## src/fsot_pkg.sv

```systemverilog
// ----------------------------------------------------------------------------
// fsot_pkg: shared definitions for the first-free slot owner table
// Field widths, operation codes, sequencer states and the search result type.
// ----------------------------------------------------------------------------
package fsot_pkg;

    // Defaults for the top-level parameters
    localparam int MAX_SLOTS_DEF  = 256;
    localparam int OWNER_BITS_DEF = 16;

    // Fixed field widths of the ports
    localparam int ID_W   = 16;
    localparam int SLOT_W = 9;
    localparam int MODE_W = 2;

    // Occupancy bitmap is searched one word per cycle
    localparam int WORD_BITS = 32;
    localparam int POS_BITS  = 5;

    // Operation codes
    localparam logic [MODE_W-1:0] MODE_RESERVE = 2'd0;
    localparam logic [MODE_W-1:0] MODE_RELEASE = 2'd1;
    localparam logic [MODE_W-1:0] MODE_QUERY   = 2'd2;

    // Result status codes
    localparam logic STATUS_OK     = 1'b0;
    localparam logic STATUS_REJECT = 1'b1;

    // Sequencer states
    typedef enum logic [1:0] {
        ST_IDLE,
        ST_SCAN,
        ST_READ,
        ST_DONE
    } state_t;

    // Result of a find-first-free search over one bitmap word
    typedef struct packed {
        logic                found;
        logic [POS_BITS-1:0] pos;
    } find_t;

endpackage

```

## src/fsot_find_free.sv

```systemverilog
// ----------------------------------------------------------------------------
// fsot_find_free: find-first-zero encoder over one bitmap word
// Reports whether the word holds a free slot and the lowest free position.
// ----------------------------------------------------------------------------
module fsot_find_free (
    input  logic [fsot_pkg::WORD_BITS-1:0] occ_word,
    output fsot_pkg::find_t                result
);

    // Walk from the top so the lowest free bit wins
    always_comb begin
        result.found = ~&occ_word;
        result.pos   = '0;
        for (int i = fsot_pkg::WORD_BITS - 1; i >= 0; i--) begin
            if (!occ_word[i]) begin
                result.pos = fsot_pkg::POS_BITS'(i);
            end
        end
    end

endmodule

```

## src/fsot_table.sv

```systemverilog
// ----------------------------------------------------------------------------
// fsot_table: owner storage
// One write port and one read port with registered read data.
// ----------------------------------------------------------------------------
module fsot_table #(
    parameter int DEPTH = fsot_pkg::MAX_SLOTS_DEF,
    parameter int WIDTH = fsot_pkg::OWNER_BITS_DEF,
    parameter int AW    = $clog2(fsot_pkg::MAX_SLOTS_DEF)
) (
    input  logic             aclk,
    input  logic             wr_en,
    input  logic [AW-1:0]    wr_addr,
    input  logic [WIDTH-1:0] wr_data,
    input  logic [AW-1:0]    rd_addr,
    output logic [WIDTH-1:0] rd_data
);

    logic [WIDTH-1:0] mem [DEPTH];
    logic [WIDTH-1:0] rd_data_reg;

    // Write owner, register read data
    always_ff @(posedge aclk) begin
        if (wr_en) begin
            mem[wr_addr] <= wr_data;
        end
        rd_data_reg <= mem[rd_addr];
    end

    assign rd_data = rd_data_reg;

endmodule

```

## src/first_free_slot_owner_table_top.sv

```systemverilog
// ----------------------------------------------------------------------------
// first_free_slot_owner_table_top: first-fit slot allocator
// Reserve, release and query slots of an owner table under a small sequencer.
// ----------------------------------------------------------------------------
// One beat in, one beat out. Reserve scans the 32-bit occupancy words in the
// scan state up to and including the one holding the lowest free slot (one
// word per cycle through the find-first-free encoder); release and query wait
// in the read state for the registered read of the owner memory. Rejected
// requests go straight to the done state. The input side is ready only in the
// idle state; a finished result waits in the output register while the next
// beat is taken. Writing cfg_wdata clears every slot at once through the
// occupancy bitmap, so there is no clearing pass; a slot whose bit is clear
// reads as free, owner zero.
module first_free_slot_owner_table_top #(
    parameter int MAX_SLOTS  = fsot_pkg::MAX_SLOTS_DEF,
    parameter int OWNER_BITS = fsot_pkg::OWNER_BITS_DEF
) (
    input  logic                        aclk,
    input  logic                        aresetn,
    // Configuration
    input  logic                        cfg_we,
    input  logic [fsot_pkg::SLOT_W-1:0] cfg_wdata,
    // Request channel
    input  logic                        s_valid,
    output logic                        s_ready,
    input  logic [fsot_pkg::MODE_W-1:0] s_mode,
    input  logic [fsot_pkg::ID_W-1:0]   s_owner_id,
    input  logic [fsot_pkg::SLOT_W-1:0] s_slot_number,
    // Result channel
    output logic                        m_valid,
    input  logic                        m_ready,
    output logic                        m_status,
    output logic [fsot_pkg::SLOT_W-1:0] m_granted_slot,
    output logic [fsot_pkg::ID_W-1:0]   m_slot_owner,
    output logic [fsot_pkg::SLOT_W-1:0] m_free_count,
    output logic [fsot_pkg::SLOT_W-1:0] m_occupied_count
);

    localparam int WB      = fsot_pkg::WORD_BITS;
    localparam int PB      = fsot_pkg::POS_BITS;
    localparam int SW      = fsot_pkg::SLOT_W;
    localparam int NWORDS  = (MAX_SLOTS + WB - 1) / WB;
    localparam int WORD_AW = (NWORDS > 1) ? $clog2(NWORDS) : 1;
    localparam int IDX_W   = WORD_AW + PB;
    localparam int MEM_AW  = $clog2(MAX_SLOTS);

    fsot_pkg::state_t state_reg, state_next;

    logic [fsot_pkg::MODE_W-1:0] mode_reg, mode_next;
    logic [OWNER_BITS-1:0]       owner_reg, owner_next;
    logic [IDX_W-1:0]            idx_reg, idx_next;
    logic [WORD_AW-1:0]          word_reg, word_next;
    logic [SW-1:0]               cap_reg, cap_next;
    logic [SW-1:0]               cnt_reg, cnt_next;
    logic [WB-1:0]               occ_reg  [NWORDS];
    logic [WB-1:0]               occ_next [NWORDS];

    logic                  res_status_reg, res_status_next;
    logic [SW-1:0]         res_granted_reg, res_granted_next;
    logic [OWNER_BITS-1:0] res_who_reg, res_who_next;

    logic                        m_valid_reg, m_valid_next;
    logic                        m_status_reg, m_status_next;
    logic [SW-1:0]               m_granted_reg, m_granted_next;
    logic [fsot_pkg::ID_W-1:0]   m_owner_reg, m_owner_next;
    logic [SW-1:0]               m_free_reg, m_free_next;
    logic [SW-1:0]               m_occ_cnt_reg, m_occ_cnt_next;

    logic                  mem_we;
    logic [MEM_AW-1:0]     mem_waddr;
    logic [MEM_AW-1:0]     mem_raddr;
    logic [OWNER_BITS-1:0] mem_rdata;

    logic [OWNER_BITS-1:0] owner_in;
    logic [IDX_W-1:0]      in_idx;
    logic                  in_slot_ok;
    logic [IDX_W-1:0]      found_idx;
    logic                  occ_bit;
    fsot_pkg::find_t       find;

    // Mask the owner id, turn the slot number into a zero-based index
    assign owner_in   = OWNER_BITS'(32'(s_owner_id));
    assign in_idx     = IDX_W'(s_slot_number - SW'(1));
    assign in_slot_ok = (cap_reg != '0) && (s_slot_number != '0) &&
                        (s_slot_number <= cap_reg);
    assign mem_raddr  = MEM_AW'(in_idx);

    // Shared search unit over the current bitmap word
    fsot_find_free u_find (
        .occ_word (occ_reg[word_reg]),
        .result   (find)
    );

    assign found_idx = {word_reg, find.pos};
    assign occ_bit   = occ_reg[idx_reg[IDX_W-1:PB]][idx_reg[PB-1:0]];

    fsot_table #(
        .DEPTH (MAX_SLOTS),
        .WIDTH (OWNER_BITS),
        .AW    (MEM_AW)
    ) u_table (
        .aclk    (aclk),
        .wr_en   (mem_we),
        .wr_addr (mem_waddr),
        .wr_data (owner_reg),
        .rd_addr (mem_raddr),
        .rd_data (mem_rdata)
    );

    // Sequencer: next state, datapath and memory control
    always_comb begin
        state_next       = state_reg;
        mode_next        = mode_reg;
        owner_next       = owner_reg;
        idx_next         = idx_reg;
        word_next        = word_reg;
        cap_next         = cap_reg;
        cnt_next         = cnt_reg;
        occ_next         = occ_reg;
        res_status_next  = res_status_reg;
        res_granted_next = res_granted_reg;
        res_who_next     = res_who_reg;
        m_valid_next     = m_valid_reg;
        m_status_next    = m_status_reg;
        m_granted_next   = m_granted_reg;
        m_owner_next     = m_owner_reg;
        m_free_next      = m_free_reg;
        m_occ_cnt_next   = m_occ_cnt_reg;
        mem_we           = 1'b0;
        mem_waddr        = MEM_AW'(found_idx);

        // Drop the result once taken
        if (m_valid_reg && m_ready) begin
            m_valid_next = 1'b0;
        end

        case (state_reg)
            fsot_pkg::ST_IDLE: begin
                if (s_valid) begin
                    mode_next        = s_mode;
                    owner_next       = owner_in;
                    idx_next         = in_idx;
                    word_next        = '0;
                    res_status_next  = fsot_pkg::STATUS_REJECT;
                    res_granted_next = '0;
                    res_who_next     = '0;
                    state_next       = fsot_pkg::ST_DONE;
                    case (s_mode)
                        fsot_pkg::MODE_RESERVE: begin
                            if (cap_reg != '0 && owner_in != '0 && cnt_reg < cap_reg) begin
                                state_next = fsot_pkg::ST_SCAN;
                            end
                        end
                        fsot_pkg::MODE_RELEASE, fsot_pkg::MODE_QUERY: begin
                            if (in_slot_ok) begin
                                state_next = fsot_pkg::ST_READ;
                            end
                        end
                        default: begin
                            state_next = fsot_pkg::ST_DONE;
                        end
                    endcase
                end
            end

            // Scan one bitmap word per cycle; claim the lowest free slot
            fsot_pkg::ST_SCAN: begin
                if (find.found) begin
                    occ_next[word_reg][find.pos] = 1'b1;
                    mem_we           = 1'b1;
                    cnt_next         = cnt_reg + SW'(1);
                    res_status_next  = fsot_pkg::STATUS_OK;
                    res_granted_next = SW'(32'(found_idx) + 32'd1);
                    state_next       = fsot_pkg::ST_DONE;
                end else begin
                    word_next = word_reg + WORD_AW'(1);
                end
            end

            // Owner word is back from memory
            fsot_pkg::ST_READ: begin
                if (mode_reg == fsot_pkg::MODE_RELEASE) begin
                    if (occ_bit) begin
                        occ_next[idx_reg[IDX_W-1:PB]][idx_reg[PB-1:0]] = 1'b0;
                        cnt_next        = cnt_reg - SW'(1);
                        res_who_next    = mem_rdata;
                        res_status_next = fsot_pkg::STATUS_OK;
                    end
                end else begin
                    res_who_next    = occ_bit ? mem_rdata : '0;
                    res_status_next = fsot_pkg::STATUS_OK;
                end
                state_next = fsot_pkg::ST_DONE;
            end

            // Hand the result to the output register when it is free
            fsot_pkg::ST_DONE: begin
                if (!m_valid_reg || m_ready) begin
                    m_valid_next   = 1'b1;
                    m_status_next  = res_status_reg;
                    m_granted_next = res_granted_reg;
                    m_owner_next   = fsot_pkg::ID_W'(32'(res_who_reg));
                    m_free_next    = cap_reg - cnt_reg;
                    m_occ_cnt_next = cnt_reg;
                    state_next     = fsot_pkg::ST_IDLE;
                end
            end

            default: begin
                state_next = fsot_pkg::ST_IDLE;
            end
        endcase

        // Capacity write: saturate and free every slot
        if (cfg_we) begin
            cap_next = (32'(cfg_wdata) > MAX_SLOTS) ? SW'(MAX_SLOTS) : cfg_wdata;
            cnt_next = '0;
            for (int w = 0; w < NWORDS; w++) begin
                occ_next[w] = '0;
            end
        end
    end

    // Control registers
    always_ff @(posedge aclk) begin
        if (!aresetn) begin
            state_reg   <= fsot_pkg::ST_IDLE;
            m_valid_reg <= 1'b0;
            cap_reg     <= '0;
            cnt_reg     <= '0;
            for (int w = 0; w < NWORDS; w++) begin
                occ_reg[w] <= '0;
            end
        end else begin
            state_reg   <= state_next;
            m_valid_reg <= m_valid_next;
            cap_reg     <= cap_next;
            cnt_reg     <= cnt_next;
            occ_reg     <= occ_next;
        end
    end

    // Payload registers
    always_ff @(posedge aclk) begin
        mode_reg        <= mode_next;
        owner_reg       <= owner_next;
        idx_reg         <= idx_next;
        word_reg        <= word_next;
        res_status_reg  <= res_status_next;
        res_granted_reg <= res_granted_next;
        res_who_reg     <= res_who_next;
        m_status_reg    <= m_status_next;
        m_granted_reg   <= m_granted_next;
        m_owner_reg     <= m_owner_next;
        m_free_reg      <= m_free_next;
        m_occ_cnt_reg   <= m_occ_cnt_next;
    end

    assign s_ready          = (state_reg == fsot_pkg::ST_IDLE);
    assign m_valid          = m_valid_reg;
    assign m_status         = m_status_reg;
    assign m_granted_slot   = m_granted_reg;
    assign m_slot_owner     = m_owner_reg;
    assign m_free_count     = m_free_reg;
    assign m_occupied_count = m_occ_cnt_reg;

endmodule
```

## config.mk

```make
export PLATFORM = sky130hd
export DESIGN_NAME = first_free_slot_owner_table_top
export DESIGN_NICKNAME = d
export VERILOG_FILES = /design/src/fsot_pkg.sv /design/src/fsot_find_free.sv /design/src/fsot_table.sv /design/src/first_free_slot_owner_table_top.sv
export SDC_FILE = /design/constraint.sdc
export NUM_CORES = 2
export LEC_CHECK = 0
export BUFFER_PORTS_ARGS = -buffer_cell sky130_fd_sc_hd__buf_2
export CAP_MARGIN = 20
export CORE_MARGIN = 2
export CORE_UTILIZATION = 26
export CTS_BUF_LIST = sky130_fd_sc_hd__clkbuf_2
export DETAILED_ROUTE_END_ITERATION = 8
export PLACE_DENSITY = 0.48
export SLEW_MARGIN = 40
export SYNTH_ARGS = -nofsm -noshare
export SYNTH_HDL_FRONTEND = slang
export SYNTH_SLANG_ARGS = --single-unit
```

## constraint.sdc

```tcl
create_clock -name aclk -period 6.8 [get_ports aclk]
set_clock_uncertainty 0.15 [all_clocks]
set_input_delay 1.36 -clock aclk [delete_from_list [all_inputs] [get_ports aclk]]
set_output_delay 1.36 -clock aclk [all_outputs]
set_load 0.05 [all_outputs]
```

==> impl_metrics.json <==
{
  "wire_per_inst_um": 28.4,
  "fmax_mhz": 153,
  "crit_fanout": 24,
  "min_period_ps": 6550,
  "worst_setup_path_start_kind": "flop",
  "seqPwrFrac_pct": 54.9,
  "syn_nets": 8366,
  "cts_made_buffers": 1226,
  "routabilityCongestion": 0.928,
  "die-area_um2": 688000,
  "synth_enable_flop_cells": 4195,
  "p_comb_share_pct": 13.3,
  "synth_top_family_by_area": "multiplexers",
  "viasPerCell": 4.94,
  "synth_flop_cell": "edfxtp_1",
  "core_um2": 680000,
  "dieWidth_um": 829,
  "clk_pin_slew_worst_paths_ps": 120,
  "fin_setup_tns_ps": 0,
  "slew_violations": 0,
  "grt_pass1_vias": 99304,
  "hold_viol": 0,
  "overflow": 0,
  "design_area_um2": 205000,
  "insertion_delay_ps": 2340,
  "drc": 0,
  "dpl-instance-area_um2": 194000,
  "maxCapViolCount": 0,
  "antenna_found_initial": 51,
  "ir_drop_mv": 0.162,
  "p_int_w": 0.0409,
  "synth_cell_types": 96,
  "htreeDepth": 7,
  "grt_max_degree": 193,
  "clock_path_buffers": 5,
  "drt_wl_total_um": 558000,
  "switching_power_w": 0.0168,
  "drt_iter0_drc": 11898,
  "netlist.area_leader.share_pct": 71.1,
  "synth-adder-area-share_pct": 0.270,
  "ios": 87,
  "nNetsFinal": 9903,
  "drt-pass1-iter-count": 9,
  "pwr-share-clk_pct": 31.8,
  "p_sw_share_pct": 29.1,
  "cts_tree": "yes",
  "synthXorXnorAreaFrac_pct": 0.0890,
  "synth_mux_area_share_pct": 18.3,
  "synth_compound_area_share_pct": 3.26,
  "fp-row-count": 303,
  "drive_gt1_share_pct": 38.5,
  "ant_nets": 0,
  "synth_warnings": 0,
  "synth-simple-area-share_pct": 2.26,
  "initial_core_util_pct": 26.1,
  "ys_seq_area_share_pct": 74.4,
  "async_flop_share_pct": 0,
  "end_kind": "flop",
  "status": "complete, no violations",
  "crit_type": "flop to flop",
  "timing.final.crit_share_pct": 96.3,
  "clock-root-buffer": "clkbuf_2",
  "largest_register_ffs": 4096,
  "synth.largest_area_cell": "edfxtp_1",
  "gr-usage-all-layers_pct": 15.9,
  "cts.sink_count": 4488,
  "crit_required_ps": 8580,
  "setup_viol": 0,
  "areaGrowthSynthToFinish_pct": 16.0,
  "netlist_instances": 8288,
  "slew_headroom_pct": 31.1,
  "dpl.hpwl_um": 333000,
  "rsz0062_at_grt": "false",
  "cp.arrival_ps": 8330,
  "syn_avg_cell_area_um2": 21.4,
  "synth_seq_cells": 4488,
  "syn_area_um2": 177000,
  "min_path_type": "flop to flop",
  "p_leak_nw": 65.0,
  "powerDensity_nw_per_um2": 281,
  "dr_total_vias": 97239,
  "yosys-top-cells-area": "edfxtp_1, mux4_2, dfxtp_1",
  "die_h_um": 829,
  "tightestPinTransition_ps": 1030,
  "port_buffers": 86,
  "grt_pass1_wl_um": 775000
}
==> per-stage QoR <==
stage	std cells	hold slack [ps]	setup slack [ps]	util [%]	power, W
2_1_floorplan	8288	250	962	-	0.0364
3_3_place_gp	17440	265	285	28.4	0.0396
3_5_place_dp	17454	257	541	28.5	0.0398
4_1_cts	19612	32.7	456	30.1	0.0583
5_1_grt	19654	29.2	194	30.2	0.0601
6_report	19675	187	251	30.2	0.0577
==> critical path: stages (launching register included) <==
cell	delay (ps)
edfxtp_1	890
buf_4	500
mux4_2	380
mux2i_1	550
inv_1	180
o21bai_1	320
a21oi_1	130
nor3_1	430
nor2_1	210
nor2_1	330
ha_1	540
nand2_4	360
buf_4	290
nor2_1	480
buf_4	400
==> layout by cell type, fill, tap and decap left out, drive strengths merged, types with 24 or more instances in the layout <==
master,instances
a31oi,49
mux2,56
a221oi,37
buf,710
nand2,254
and3,27
o211ai,210
nor3,55
dfxtp,293
inv,79
a21oi,49
a211oi,37
o21ai,218
edfxtp,4195
dlygate4sd3,128
nor2,308
clkbuf,1712
ha,35
mux2i,34
nand3,36
and2,38
a221o,24
o31ai,54
clkinv,290
mux4,1397
nor2b,32
diode,50
==> layer usage <==
layer	up-vias	part of all wire [%]	global-route usage, %
li1	38988	-	-
met1	52216	43	21.8
met2	4901	46	24.2
met3	1132	8.5	4.19
met4	2	3.1	5.75
met5	-	0.0029	0
==> worst paths after layout <==
path                   from                  end  slack (ps)  cells after the start
max             word_reg[1]  u_table.mem[225][0]         250                     14
min          res_who_reg[0]      m_slot_owner[0]         190                      0
max reg2reg     word_reg[1]  u_table.mem[225][0]         250                     14
min reg2reg  res_who_reg[0]      m_slot_owner[0]         190                      0
==> layout make-up <==
class                      instances  area, um^2
fill                           66249      474000
sequential                      4488      132000
multi-input combinational       3211       43400
tap                             8997       11300
clock buffer                    1711        8560
timing repair buffer             839        8540
clock inverter                   320        1500
inverter                          59         226
antenna                           50         125
==> power groups by stage <==
stage	combinational [W]	clock (W)	sequential [W]
2_1_floorplan	0.00331	0	0.0331
3_3_place_gp	0.00730	0	0.0323
3_5_place_dp	0.00753	0	0.0323
4_1_cts	0.00761	0.0191	0.0317
5_1_grt	0.00802	0.0204	0.0317
6_report	0.00767	0.0183	0.0316
==> timing repair <==
| action | CTS | global route |
|---|---|---|
| hold buffers | 127 | 1 |
| endpoints found under the hold margin | 405 | 21 |
| buffers inserted | 0 | 0 |
| resized for setup | 0 | 0 |
==> cells by family after synthesis <==
logic type | count (synthesis)
compound gates | 821
mux | 1487
simple gates | 848
fa+ha+maj | 37
buf+inv | 589
xor+xnor | 18
flops | 4488
==> synthesized netlist by cell type, types with 12 or more instances <==
cell type and n:
a211oi_1 36, a21oi_1 46, a221o_1 24, a221oi_1 34, a22o_1 14, a22oi_1 22, a31oi_1 48, a41oi_1 19
and2_1 37, and3_1 27, buf_1 104, buf_2 81, buf_4 12, clkbuf_1 323, dfxtp_1 293, edfxtp_1 4195
ha_1 35, inv_1 55, mux2_2 50, mux2i_1 34, mux4_2 1397, nand2_1 247, nand2b_1 14, nand3_1 36
nand3b_1 12, nand4_1 18, nor2_1 303, nor2b_1 32, nor3_1 52, nor4_1 15, o211ai_1 207, o21ai_0 118
o21ai_1 100, o31ai_1 53, xnor2_1 12
Note: power is estimated with default switching activity, not from simulation.
